## src/design/grid_maze_dfs_path_finder_core_assert.svh

```systemverilog
// assertion macros for the grid maze dfs path finder
// used by the controller and the top level
`ifndef GRID_MAZE_DFS_PATH_FINDER_CORE_ASSERT_SVH
`define GRID_MAZE_DFS_PATH_FINDER_CORE_ASSERT_SVH

// implication checked every clock outside reset
`define GM_ASSERT_IMP(lbl, clk, rstn, ante, cons) \
  lbl: assert property (@(posedge clk) disable iff (!rstn) (ante) |-> (cons)) \
    else $error("assertion failed");

// next-cycle implication checked outside reset
`define GM_ASSERT_NXT(lbl, clk, rstn, ante, cons) \
  lbl: assert property (@(posedge clk) disable iff (!rstn) (ante) |=> (cons)) \
    else $error("assertion failed");

`endif

```

## src/design/gmdfs_pkg.sv

```systemverilog
// shared types and constants for the grid maze dfs path finder
// no dependencies
package gmdfs_pkg;

  localparam logic [7:0] ChOpen  = 8'h30;
  localparam logic [7:0] ChPath  = 8'h31;
  localparam logic [7:0] ChStart = 8'h53;
  localparam logic [7:0] ChEnd   = 8'h45;

  localparam logic [1:0] MkFree = 2'd0;
  localparam logic [1:0] MkSeen = 2'd1;
  localparam logic [1:0] MkDead = 2'd2;
  localparam logic [1:0] MkPath = 2'd3;

  localparam logic [0:0] CmdLoad = 1'b0;
  localparam logic [0:0] CmdRead = 1'b1;

  // datapath operations selected by the controller
  typedef enum logic [3:0] {
    OP_IDLE,
    OP_LOAD,      // write cell store, advance counter
    OP_CLR,       // clear one mark entry per cycle
    OP_START,     // push start cell
    OP_RD_NB,     // issue memory reads for current neighbour
    OP_TRY_NB,    // evaluate neighbour, push or step direction
    OP_POP,       // mark dead and pop
    OP_POP_RD,    // fetch new top of stack
    OP_POP_WB,    // take new current cell
    OP_MARK_RD,   // read stack entry for path marking
    OP_MARK_WR,   // mark path entry
    OP_RD_ISSUE,  // read route cell memories
    OP_RD_DONE    // route cell consumed
  } dp_op_e;

  typedef struct packed {
    dp_op_e op;
  } dp_cmd_t;

  typedef struct packed {
    logic       ends_ok;     // start and end both seen
    logic       load_last;   // counter at last cell
    logic       clr_done;    // mark clear sweep at last entry
    logic       at_end;      // current cell is end
    logic       nb_push;     // evaluated neighbour is inside, open and unmarked
    logic       nb_last;     // last direction tried
    logic       stack_one;   // stack holds one entry
    logic       mark_last;   // path marking at last entry
    logic       read_last;   // read counter at last cell
  } dp_stat_t;

endpackage

```

## src/design/gmdfs_ctrl.sv

```systemverilog
// controller state machine for the grid maze dfs path finder
// depends on gmdfs_pkg and the assertion macro header
`include "grid_maze_dfs_path_finder_core_assert.svh"
module gmdfs_ctrl (
  input  logic               clk_i,
  input  logic               rst_ni,
  input  logic               cfg_we_i,
  input  logic               in_valid_i,
  input  logic [0:0]         command_i,
  input  logic               out_free_i,
  input  gmdfs_pkg::dp_stat_t stat_i,
  output gmdfs_pkg::dp_cmd_t cmd_o,
  output logic               in_ready_o,
  output logic               stat_push_o,
  output logic               found_o
);

  typedef enum logic [3:0] {
    S_LOAD, S_CLR, S_START, S_RD_NB, S_TRY_NB, S_POP, S_POP_RD, S_POP_WB,
    S_MARK_RD, S_MARK_WR, S_STATUS, S_READ, S_READ_WAIT
  } state_e;

  state_e state_q;
  logic   found_q;
  logic   accept;

  assign found_o = found_q;

  always_comb begin
    in_ready_o = 1'b0;
    case (state_q)
      S_LOAD:  in_ready_o = 1'b1;
      S_READ:  in_ready_o = out_free_i;
      default: in_ready_o = 1'b0;
    endcase
  end
  assign accept = in_valid_i && in_ready_o;

  always_comb begin
    cmd_o.op    = gmdfs_pkg::OP_IDLE;
    stat_push_o = 1'b0;
    case (state_q)
      S_LOAD: begin
        if (accept && command_i == gmdfs_pkg::CmdLoad) cmd_o.op = gmdfs_pkg::OP_LOAD;
      end
      S_CLR:     cmd_o.op = gmdfs_pkg::OP_CLR;
      S_START:   cmd_o.op = gmdfs_pkg::OP_START;
      S_RD_NB:   cmd_o.op = gmdfs_pkg::OP_RD_NB;
      S_TRY_NB:  cmd_o.op = gmdfs_pkg::OP_TRY_NB;
      S_POP:     cmd_o.op = gmdfs_pkg::OP_POP;
      S_POP_RD:  cmd_o.op = gmdfs_pkg::OP_POP_RD;
      S_POP_WB:  cmd_o.op = gmdfs_pkg::OP_POP_WB;
      S_MARK_RD: cmd_o.op = gmdfs_pkg::OP_MARK_RD;
      S_MARK_WR: cmd_o.op = gmdfs_pkg::OP_MARK_WR;
      S_STATUS:  stat_push_o = out_free_i;
      S_READ: begin
        if (accept && command_i == gmdfs_pkg::CmdRead) cmd_o.op = gmdfs_pkg::OP_RD_ISSUE;
      end
      S_READ_WAIT: cmd_o.op = gmdfs_pkg::OP_RD_DONE;
      default: cmd_o.op = gmdfs_pkg::OP_IDLE;
    endcase
  end

  always_ff @(posedge clk_i or negedge rst_ni) begin
    if (!rst_ni) begin
      state_q <= S_LOAD;
      found_q <= 1'b0;
    end else if (cfg_we_i) begin
      state_q <= S_LOAD;
      found_q <= 1'b0;
    end else begin
      case (state_q)
        S_LOAD: begin
          if (accept && command_i == gmdfs_pkg::CmdLoad && stat_i.load_last) begin
            state_q <= S_CLR;
          end
        end
        S_CLR: begin
          if (stat_i.clr_done) begin
            if (stat_i.ends_ok) state_q <= S_START;
            else state_q <= S_STATUS;
          end
        end
        S_START: state_q <= S_RD_NB;
        S_RD_NB: begin
          if (stat_i.at_end) begin
            found_q <= 1'b1;
            state_q <= S_MARK_RD;
          end else begin
            state_q <= S_TRY_NB;
          end
        end
        S_TRY_NB: begin
          if (stat_i.nb_push) state_q <= S_RD_NB;
          else if (stat_i.nb_last) state_q <= S_POP;
          else state_q <= S_RD_NB;
        end
        S_POP: begin
          if (stat_i.stack_one) state_q <= S_STATUS;
          else state_q <= S_POP_RD;
        end
        S_POP_RD:  state_q <= S_POP_WB;
        S_POP_WB:  state_q <= S_RD_NB;
        S_MARK_RD: state_q <= S_MARK_WR;
        S_MARK_WR: begin
          if (stat_i.mark_last) state_q <= S_STATUS;
          else state_q <= S_MARK_RD;
        end
        S_STATUS: begin
          if (out_free_i) state_q <= S_READ;
        end
        S_READ: begin
          if (accept && command_i == gmdfs_pkg::CmdRead) state_q <= S_READ_WAIT;
        end
        S_READ_WAIT: begin
          if (stat_i.read_last) begin
            state_q <= S_LOAD;
            found_q <= 1'b0;
          end else begin
            state_q <= S_READ;
          end
        end
        default: state_q <= S_LOAD;
      endcase
    end
  end

  `GM_ASSERT_IMP(a_ready_phase, clk_i, rst_ni, in_ready_o,
    state_q == S_LOAD || state_q == S_READ)
  `GM_ASSERT_NXT(a_status_then_read, clk_i, rst_ni, stat_push_o && !cfg_we_i,
    state_q == S_READ)
  `GM_ASSERT_IMP(a_found_walk, clk_i, rst_ni, state_q == S_MARK_RD, found_q)

endmodule

```

## config.mk

```make
export PLATFORM = sky130hd
export DESIGN_NAME = gmdfs_ctrl
export DESIGN_NICKNAME = d
export VERILOG_FILES = /design/src/design/gmdfs_pkg.sv /design/src/design/gmdfs_ctrl.sv
export VERILOG_INCLUDE_DIRS = /design/src /design/src/design
export SDC_FILE = /design/constraint.sdc
export NUM_CORES = 1
export LEC_CHECK = 0
export BUFFER_PORTS_ARGS = -buffer_cell sky130_fd_sc_hd__buf_4
export CORE_UTILIZATION = 48
export DETAILED_ROUTE_END_ITERATION = 16
export GPL_TIMING_DRIVEN = 1
export PLACE_DENSITY = 0.85
export SKIP_CTS_REPAIR_TIMING = 1
export SLEW_MARGIN = 10
export SYNTH_ARGS = -nofsm -noshare
export SYNTH_HDL_FRONTEND = slang
export SYNTH_SLANG_ARGS = --single-unit
export TNS_END_PERCENT = 20
```

## constraint.sdc

```tcl
create_clock -name clk_i -period 1.7 [get_ports clk_i]
set_input_delay 0.085 -clock clk_i [delete_from_list [all_inputs] [get_ports clk_i]]
set_output_delay 0.085 -clock clk_i [all_outputs]
set_load 0.005 [all_outputs]
```

==> out/results.ini, run 1 <==
[min_path]
hold_end=found_o
min_from=cfg_we_i
whs_path_depth=3
min_path_type=in -> reg

[placement]
gp_congestion=0.869
dp_hpwl_mm=1.28
io_buffers=21
dp_slack_ps=-56.2
dpl_cell_area_um2=856

[status]
run_status=finished with violations
failed_checks=setup timing

[global_route]
grt_max_degree=28
grt_antenna_before_repair=0
grt_pass1_wl_mm=2.64
overflow=0
first_global_vias=604
grt_usage_pct=25.6

[clock_tree]
cts_made_buffers=3
clk_pin_slew_worst_paths_ps=40
cts_root_buf=clkbuf_4
clock-sinks=5
clock_latency_ps=240
clk_path_buf_depth=2
h-tree-depth=1
cts_tree=built

[cells_and_area]
area.growth.synth_to_final_pct=46.5
layout-drive-gt1-share_pct=33.9
antenna_cells=0
final_cell_mix=buf_4 (26), nor2_1 (9), nand2_1 (9), nand2b_1 (5), dfrtp_1 (4)
fin_area_um2=946
mostFrequentLayoutCell=buf_4
fin_nets=131

[synth]
netlist_area_um2=646
synthSimpleGateAreaFrac_pct=29.5
synth_top_family_by_area=compound AO/OA/AOI/OAI gates
syn_nets=106
synth_xor_area_share_pct=0
muxShareOfSynthArea_pct=1.55
synth_compound_area_share_pct=41.3
yosysSeqAreaShare_pct=19.4
postSynthAreaPerCell_um2=7.09
syn_inst=91
yosysUniqueCellTypes=41
synth_warnings=0
synth_fa_ha_area_share_pct=0
synth-seq-cells=5

[floorplan]
design.die.area_um2=1500
io_pins=22
dieWidth_um=38.7
num_rows=12
die_h_um=38.7
start_util_pct=55.1
core_um2=1170

[run]
maxCapViolations=0

[routing]
drt-total-wl_mm=1.94
dr_total_vias=810
wl_per_cell_um=15.0
final_antenna_net_count=0
viasPerCell=6.28
drc=0
first_pass_iters=4
drt-initial-drc-count=33

[power_and_ir_drop]
ir_drop_v=0.00118
leakage_nw=0.402
power.density_nw_per_um2=1640

[timing]
fin_ws_ps=-65.3
setup_viol=3
hold_ws_ps=131
tightest_slew_ps=355
slew_viol_final=0
fin_crit_sh_pct=104
slew_headroom_pct=75.8
max_freq_mhz=566
final_hold_viol_count=0
timing.final.crit_period_ps=1770
rsz0062_at_grt=true
finClkSkew_ps=5.40

[setup_path]
rr_endpoint=state_q[0]
path_class=reg -> out
critPathLaunchType=flop
end_kind=output port
reg2reg_from=state_q[0]
reg2reg_depth=5
cp.required_ps=1620
path_cells=or3_4 > a21oi_4 > a2111oi_1 > o31ai_1 > buf_4
regToRegSetupSlack_ps=30
cp_slowest_cell=dfrtp_2
cpPeakStageDelay_ps=430
cp_max_fo=3
crit_arrival_ps=1680

==> cell usage after synthesis <==
cell       instances  share of area [%]
o21bai_1           1                1.2
a41o_1             1                1.6
dfrtp_1            5                 19
a21boi_0           1                1.2
a211oi_1           4                4.7
nor2_2             1               0.97
a21oi_1            3                2.3
a31oi_1            2                1.9
buf_4              1                1.2
o211ai_1           1                1.2
a2111oi_0          2                2.7
a311oi_1           1                1.4
buf_2              1               0.77
a311o_1            1                1.6
o22ai_1            1               0.97
nand2b_1           5                4.8
a2111o_1           1                1.7
nand3_1            3                2.3
clkbuf_1           6                3.5
o21a_1             1                1.2
nor2b_1            1               0.97
mux2i_1            1                1.6
a21o_1             1                1.2
nor2_1             9                5.2
inv_1              3                1.7
o31ai_1            3                3.5
a32oi_1            2                2.7
a211o_1            2                2.7
nand4_1            2                1.9
or3_1              1               0.97
o21ai_0            2                1.6
a41oi_1            2                2.7
nor3b_1            3                3.5
or4b_1             1                1.6
buf_1              2                1.2
nor3_1             1               0.77
a31o_1             1                1.4
o21ai_1            1               0.77
nand2_1            9                5.2
a21oi_2            1                1.4
nand3b_1           1                1.2
==> worst max-delay path: cells and delay by family (launching register included) <==
family                 cells  cell delay (ps)
buffers and inverters      1              150
AOI/OAI and AO/OA          3              460
DFF                        1              430
and+or+nand+nor            1              400
==> power breakdown <==
part	total, mW	internal (mW)	switching (mW)	leakage, nW
Combinational	1.21	0.600	0.605	0.321
Clock	0.135	0.0886	0.0468	0.0150
Sequential	0.212	0.160	0.0517	0.0660
Total	1.55	0.849	0.704	0.402
==> flip-flops by register name (all words and copies together) (netlist names) <==
register	count
state_q	4
found_o	1
==> per-layer routing <==
layer / vias to the layer above / routed length [um] / track usage (%)
met1: 378 / 851 / 32.2
met5: - / 0 / 0
met2: 36 / 950 / 42.1
met4: 0 / 0 / 6.03
li1: 396 / - / -
met3: 0 / 133 / 8.09
==> cell type report <==
type	instances	area (um2)
Inverter	3	11.3
Tap cell	14	17.5
Sequential cell	5	126
Clock buffer	4	26.3
Timing Repair Buffer	30	265
Fill cell	99	225
Multi-Input combinational cell	73	499
==> per-stage QoR <==
step / cells / util, % / total power, mW / setup TNS (ps)
after floorplan: 91 / - / 0.855 / 0
after global placement: 123 / 73.1 / 1.20 / 0
after detailed placement: 123 / 73.1 / 1.23 / -56.2
after CTS: 127 / 75.3 / 1.38 / -442
after global routing: 129 / 80.8 / 1.65 / -320
final: 129 / 80.8 / 1.55 / -99.7
==> cell families after synthesis <==
group | after synthesis
mux | 1
buf+inv | 13
simple gates | 37
compound gates | 35
flops | 5
==> how the worst max path moves through the flow <==
stage                    start         end  slack (ps)  depth (start not counted)
detailed placement  state_q[0]  state_q[0]         -60                          4
global route        state_q[0]    cmd_o[0]        -120                          5
floorplan           state_q[0]  state_q[0]         140                          5
finish              state_q[0]    cmd_o[0]         -70                          5
global placement    state_q[0]  state_q[2]         100                          5
CTS                 state_q[0]    cmd_o[0]        -190                          5
Power figures use the tool's default switching activity.
==> inputs of run 2 (changes only) <==
--- a/config.mk
+++ b/config.mk
@@ -10,7 +10,7 @@
 export CORE_UTILIZATION = 48
 export DETAILED_ROUTE_END_ITERATION = 16
 export GPL_TIMING_DRIVEN = 1
-export PLACE_DENSITY = 0.85
+export PLACE_DENSITY = 0.82
 export SKIP_CTS_REPAIR_TIMING = 1
 export SLEW_MARGIN = 10
 export SYNTH_ARGS = -nofsm -noshare
==> run 2 against run 1 <==
Net effect:
- the run still ends with setup timing left
- clock skew is 4.4 ps lower
- combinational power hardly changed
- register-to-register slack worse by 50 ps
- fmax is 1.3% lower
- global-route usage is 1.5 points higher
- die area stayed put
- non-clock buffer count is 3 higher
- routed wire length is 0.98% lower
- design area is 0.79% higher
- largest cell class unchanged
- highest routed layer is now met4
==> out/results.ini, run 2 (same netlist as run 1, synthesis figures left out) <==
[power_and_ir_drop]
netSwitchingPower_mw=0.713  ; +1.4%
combPwrFrac_pct=77.6  ; about the same
power.density_nw_per_um2=1640  ; -0.21%
swShare_pct=45.7  ; +0.35 points
intPower_mw=0.848  ; about the same
total_power_mw=1.56  ; +0.59%
ir_drop_v=0.00118  ; -0.68%
leakage_nw=0.413  ; +2.8%
p_seq_share_pct=13.1  ; -0.5 points
p_clk_share_pct=9.3  ; +0.6 points

[setup_path]
reg2reg_from=state_q[0]
cp.required_ps=1620  ; about the same
regToRegSetupSlack_ps=-20  ; -50 ps
endpoint=cmd_o[0]
critPathLaunchType=flop
cp_max_fo=3  ; unchanged
cp.depth=5  ; unchanged
path_cells=or3_4 > a21oi_4 > nand4_1 > o31ai_1 > buf_4
startpoint=state_q[1]
critical_path_buf_inv_count=1  ; unchanged
crit_arrival_ps=1700  ; +20 ps
rr_endpoint=state_q[3]
path_class=reg -> out
reg2reg_depth=6  ; +1
cpPeakStageDelay_ps=420  ; about the same
cp_slowest_cell=or3_4
end_kind=output port
crit_family=simple AND/OR/NAND/NOR gates

[timing]
slew_headroom_pct=75.3  ; -0.47 points
rsz0062_at_grt=true
timing.final.crit_period_ps=1790  ; +22.5 ps
slew_viol_final=0  ; unchanged
setup_viol=4  ; +1
finClkSkew_ps=1.03  ; -4.37 ps
hold_ws_ps=135  ; +4.09 ps
fin_ws_ps=-87.7  ; -22.5 ps
final_hold_viol_count=0  ; unchanged
max_freq_mhz=559  ; -1.3%
tns_ps=-200  ; -100 ps
tightest_slew_ps=361  ; +6.82 ps
fin_crit_sh_pct=105  ; +1.3 points

[global_route]
grt_antenna_before_repair=0  ; unchanged
grt_max_degree=28  ; unchanged
overflow=0  ; unchanged
grt_pass1_wl_mm=2.84  ; +7.6%
grt_usage_pct=27.2  ; +1.5 points
first_global_vias=659  ; +9.1%

[placement]
dpl_cell_area_um2=858  ; +0.29%
dp_hpwl_mm=1.31  ; +3.0%
dp_slack_ps=-13.0  ; +43.2 ps
io_buffers=21  ; unchanged
gp_congestion=0.903  ; +3.9%
dpl.cell_count=125  ; +1.6%

[routing]
drt-total-wl_mm=1.92  ; -0.98%
drt-initial-drc-count=23  ; -30%
dr_total_vias=812  ; +0.25%
wl_per_cell_um=14.5  ; -3.2%
first_pass_iters=4  ; unchanged
drc=0  ; unchanged
viasPerCell=6.15  ; -2.0%
final_antenna_net_count=0  ; unchanged

[cells_and_area]
mostFrequentLayoutCell=buf_4
fin_area_um2=953  ; +0.79%
antenna_cells=0  ; unchanged
top_register=state_q
largest_register_ffs=4  ; unchanged
fin_util_pct=81.4  ; +0.64 points
area.growth.synth_to_final_pct=47.7
layout-drive-gt1-share_pct=37.3  ; +3.4 points
fin_cells=132  ; +2.3%
final_cell_mix=buf_4 (31), nor2_1 (9), nand2_1 (9), nand2b_1 (5), dfrtp_1 (4)
fin_nets=134  ; +2.3%

[status]
failed_checks=setup timing
run_status=finished with violations

[clock_tree]
cts_tree=built
clock_latency_ps=250  ; about the same
cts_made_buffers=3  ; unchanged
cts_root_buf=clkbuf_4
clk_pin_slew_worst_paths_ps=50  ; about the same
clk_path_buf_depth=2  ; unchanged
clock-sinks=5  ; unchanged
h-tree-depth=1  ; unchanged

[floorplan]
num_rows=12  ; unchanged
die_h_um=38.7  ; unchanged
core_um2=1170  ; unchanged
design.die.area_um2=1500  ; unchanged
dieWidth_um=38.7  ; unchanged
start_util_pct=55.1  ; unchanged
io_pins=22  ; unchanged

[min_path]
min_path_type=in -> reg

[run]
maxCapViolations=0  ; unchanged

## run 2: changes by cell type in the layout (fill, tap and decap cells not counted), sizes merged
cell	change
buf	+3
## run 2: layout make-up
class | count | area [um2]
inverter | 3 | 11.3
multi-input combinational | 73 | 509
timing repair buffer | 33 | 263
sequential | 5 | 126
clock buffer | 4 | 26.3
fill | 83 | 218
tap | 14 | 17.5
## run 2: routing by layer
| metal | up-vias | part of all wire [%] | GRT usage, % |
|---|---|---|---|
| li1 | 401 | - | - |
| met1 | 372 | 43 | 35.5 |
| met2 | 35 | 49 | 46.3 |
| met3 | 4 | 5.8 | 1.73 |
| met4 | 0 | 1.5 | 9.48 |
| met5 | - | 0 | 0 |
## run 2: worst register-to-register path: stages (launching register included)
cell	delay [ps]
dfrtp_2	420
buf_4	160
buf_4	140
nand2_1	70
a41oi_2	180
a311o_1	440
a211oi_2	220
## run 2: worst min path at each step
| stage | startpoint | to | slack (ps) | cells past startpoint |
|---|---|---|---|---|
| final | cfg_we_i | found_o | 140 | 3 |
| after global routing | cfg_we_i | state_q[0] | 150 | 3 |
| after CTS | rst_ni | found_o | -370 | 1 |
| after detailed placement | rst_ni | found_o | -110 | 1 |
| after global placement | rst_ni | found_o | -110 | 1 |
| after floorplan | rst_ni | found_o | -210 | 0 |
## run 2: power by group through the flow
stage	clock network, mW	registers [mW]	logic, mW
5_1_grt	0.153	0.210	1.31
3_5_place_dp	0	0.215	1.02
4_1_cts	0.148	0.214	1.03
6_report	0.146	0.204	1.21
2_1_floorplan	0	0.179	0.676
3_3_place_gp	0	0.208	1.00
==> inputs of run 3 (changes only) <==
--- a/config.mk
+++ b/config.mk
@@ -8,6 +8,7 @@
 export LEC_CHECK = 0
 export BUFFER_PORTS_ARGS = -buffer_cell sky130_fd_sc_hd__buf_4
 export CORE_UTILIZATION = 48
+export CTS_BUF_LIST = sky130_fd_sc_hd__clkbuf_16
 export DETAILED_ROUTE_END_ITERATION = 16
 export GPL_TIMING_DRIVEN = 1
 export PLACE_DENSITY = 0.82
==> run 3 against run 2 <==
Net effect:
- the run still ends with setup timing left
- core utilization rose by 5.7 points
- register-to-register slack lost 80 ps
- count of clock-buffer cells in the layout decreased by 1
- critical path depth unchanged
- worst hold slack improved by 27 ps
- fmax fell by 4.6%
- setup slack got worse by 87 ps
- flip-flop and latch count is the same
- clock skew hardly changed
- via count is 4.4% higher
- critical endpoint unchanged
==> out/results.ini, run 3 (same netlist as run 1, synthesis figures left out) <==
[floorplan]
io_pins=22  ; unchanged
design.die.area_um2=1500  ; unchanged
start_util_pct=55.1  ; unchanged
dieWidth_um=38.7  ; unchanged
num_rows=12  ; unchanged
core_um2=1170  ; unchanged
die_h_um=38.7  ; unchanged

[clock_tree]
clk_pin_slew_worst_paths_ps=30  ; -20 ps
clock_latency_ps=220  ; -30 ps
clk_path_buf_depth=2  ; unchanged
cts_made_buffers=3  ; unchanged
h-tree-depth=1  ; unchanged
cts_tree=built
cts_root_buf=clkbuf_16
clock-sinks=5  ; unchanged

[setup_path]
cp.required_ps=1620  ; about the same
critPathLaunchType=flop
cp_max_fo=7  ; +4
critical_path_buf_inv_count=1  ; unchanged
cp_slowest_cell=dfrtp_2
path_cells=or3_4 > a21oi_4 > nand4_1 > o31ai_1 > buf_4
path_class=reg -> out
crit_family=simple AND/OR/NAND/NOR gates
crit_arrival_ps=1790  ; +90 ps
end_kind=output port
cpPeakStageDelay_ps=450  ; +30 ps

[timing]
setup_viol=7  ; +3
final_hold_viol_count=0  ; unchanged
timing.final.crit_period_ps=1870  ; +86.5 ps
rsz0062_at_grt=true
fin_crit_sh_pct=110  ; +5.1 points
finClkSkew_ps=1.41  ; +0.373 ps
max_freq_mhz=534  ; -4.6%
hold_ws_ps=162  ; +27.3 ps
slew_headroom_pct=73.6  ; -1.7 points
slew_viol_final=0  ; unchanged
tightest_slew_ps=394  ; +32.9 ps
fin_ws_ps=-174  ; -86.5 ps

[min_path]
min_path_type=in -> reg

[placement]
gp_congestion=0.903  ; unchanged
io_buffers=21  ; unchanged
dpl.cell_count=125  ; unchanged
dp_slack_ps=-13.0  ; unchanged
dp_hpwl_mm=1.31  ; unchanged

[global_route]
overflow=0  ; unchanged
grt_pass1_wl_mm=3.05  ; +7.3%
met1_usage_pct=36.4  ; +0.82 points
grt_antenna_before_repair=0  ; unchanged
first_global_vias=697  ; +5.8%
top_usage_layer=met2
grt.met2_usage_pct=52.1  ; +5.8 points
grt_usage_pct=29.5  ; +2.3 points
grt_use_met3_pct=4.05  ; +2.3 points
grt_max_degree=28  ; unchanged

[cells_and_area]
fin_nets=135  ; +0.75%
final_cell_mix=buf_4 (32), nor2_1 (9), nand2_1 (9), nand2b_1 (5)
layout-drive-gt1-share_pct=37.0  ; -0.31 points
top_register=state_q
fin_cells=133  ; +0.76%
antenna_cells=0  ; unchanged
mostFrequentLayoutCell=buf_4
largest_register_ffs=4  ; unchanged
area.growth.synth_to_final_pct=57.9

[routing]
viasPerCell=6.38  ; +3.6%
wl_per_cell_um=17.4  ; +20%
drc=0  ; unchanged
first_pass_iters=4  ; unchanged
drt-total-wl_mm=2.32  ; +21%
final_antenna_net_count=0  ; unchanged
drt-initial-drc-count=34  ; +48%
dr_total_vias=848  ; +4.4%

[power_and_ir_drop]
leakage_nw=0.446  ; +8.1%
ir_drop_v=0.00166  ; +41%
power.density_nw_per_um2=1870  ; +14%

[status]
run_status=finished with violations
failed_checks=setup timing

[run]
maxCapViolations=0  ; unchanged

[run 3: stage by stage]
stage          power (mW)  cell area, um2  util (%)  setup TNS (ps)
3_3_place_gp         1.21             858      73.3               0
6_report             1.91            1020      87.1            -677
3_5_place_dp         1.24             858      73.3           -13.0
2_1_floorplan       0.855             646         -               0
4_1_cts              1.64             937      80.0            -640
5_1_grt              2.00            1020      87.1            -980
[run 3: cell type report]
type                       count  area [um2]
multi-input combinational     73         515
timing repair buffer          34         270
fill                          69         151
sequential                     5         126
clock buffer                   3        75.1
tap                           14        17.5
inverter                       3        11.3
clock inverter                 1        3.75
[run 3: worst paths after layout]
| check | startpoint | end | slack [ps] | cells after the start |
|---|---|---|---|---|
| min in group asynchronous | rst_ni | found_o | 200 | 2 |
| hold reg to reg | found_o | found_o | 570 | 2 |
| max in group asynchronous | rst_ni | state_q[0] | 1380 | 2 |
| hold / removal | cfg_we_i | found_o | 160 | 3 |
| setup reg to reg | state_q[0] | state_q[0] | -100 | 4 |
| setup / recovery | state_q[0] | cmd_o[0] | -170 | 5 |
[run 3: worst reg2reg max path, cell delays in order (launching register included)]
cell and delay, ps:
dfrtp_2 450, buf_4 160, a2111o_1 440, a311oi_4 380, mux2i_1 270
[run 3: where the power goes]
group	internal, mW	switching [mW]	leakage, nW	total, mW
combinational	0.627	0.682	0.338	1.31
clock	0.305	0.0756	0.0423	0.380
sequential	0.160	0.0586	0.0660	0.219
[run 3: metal layers]
metal,wire (um),vias to the layer above
met4,59,0
met5,0,-
li1,-,403
met2,1180,47
met1,939,392
met3,135,6
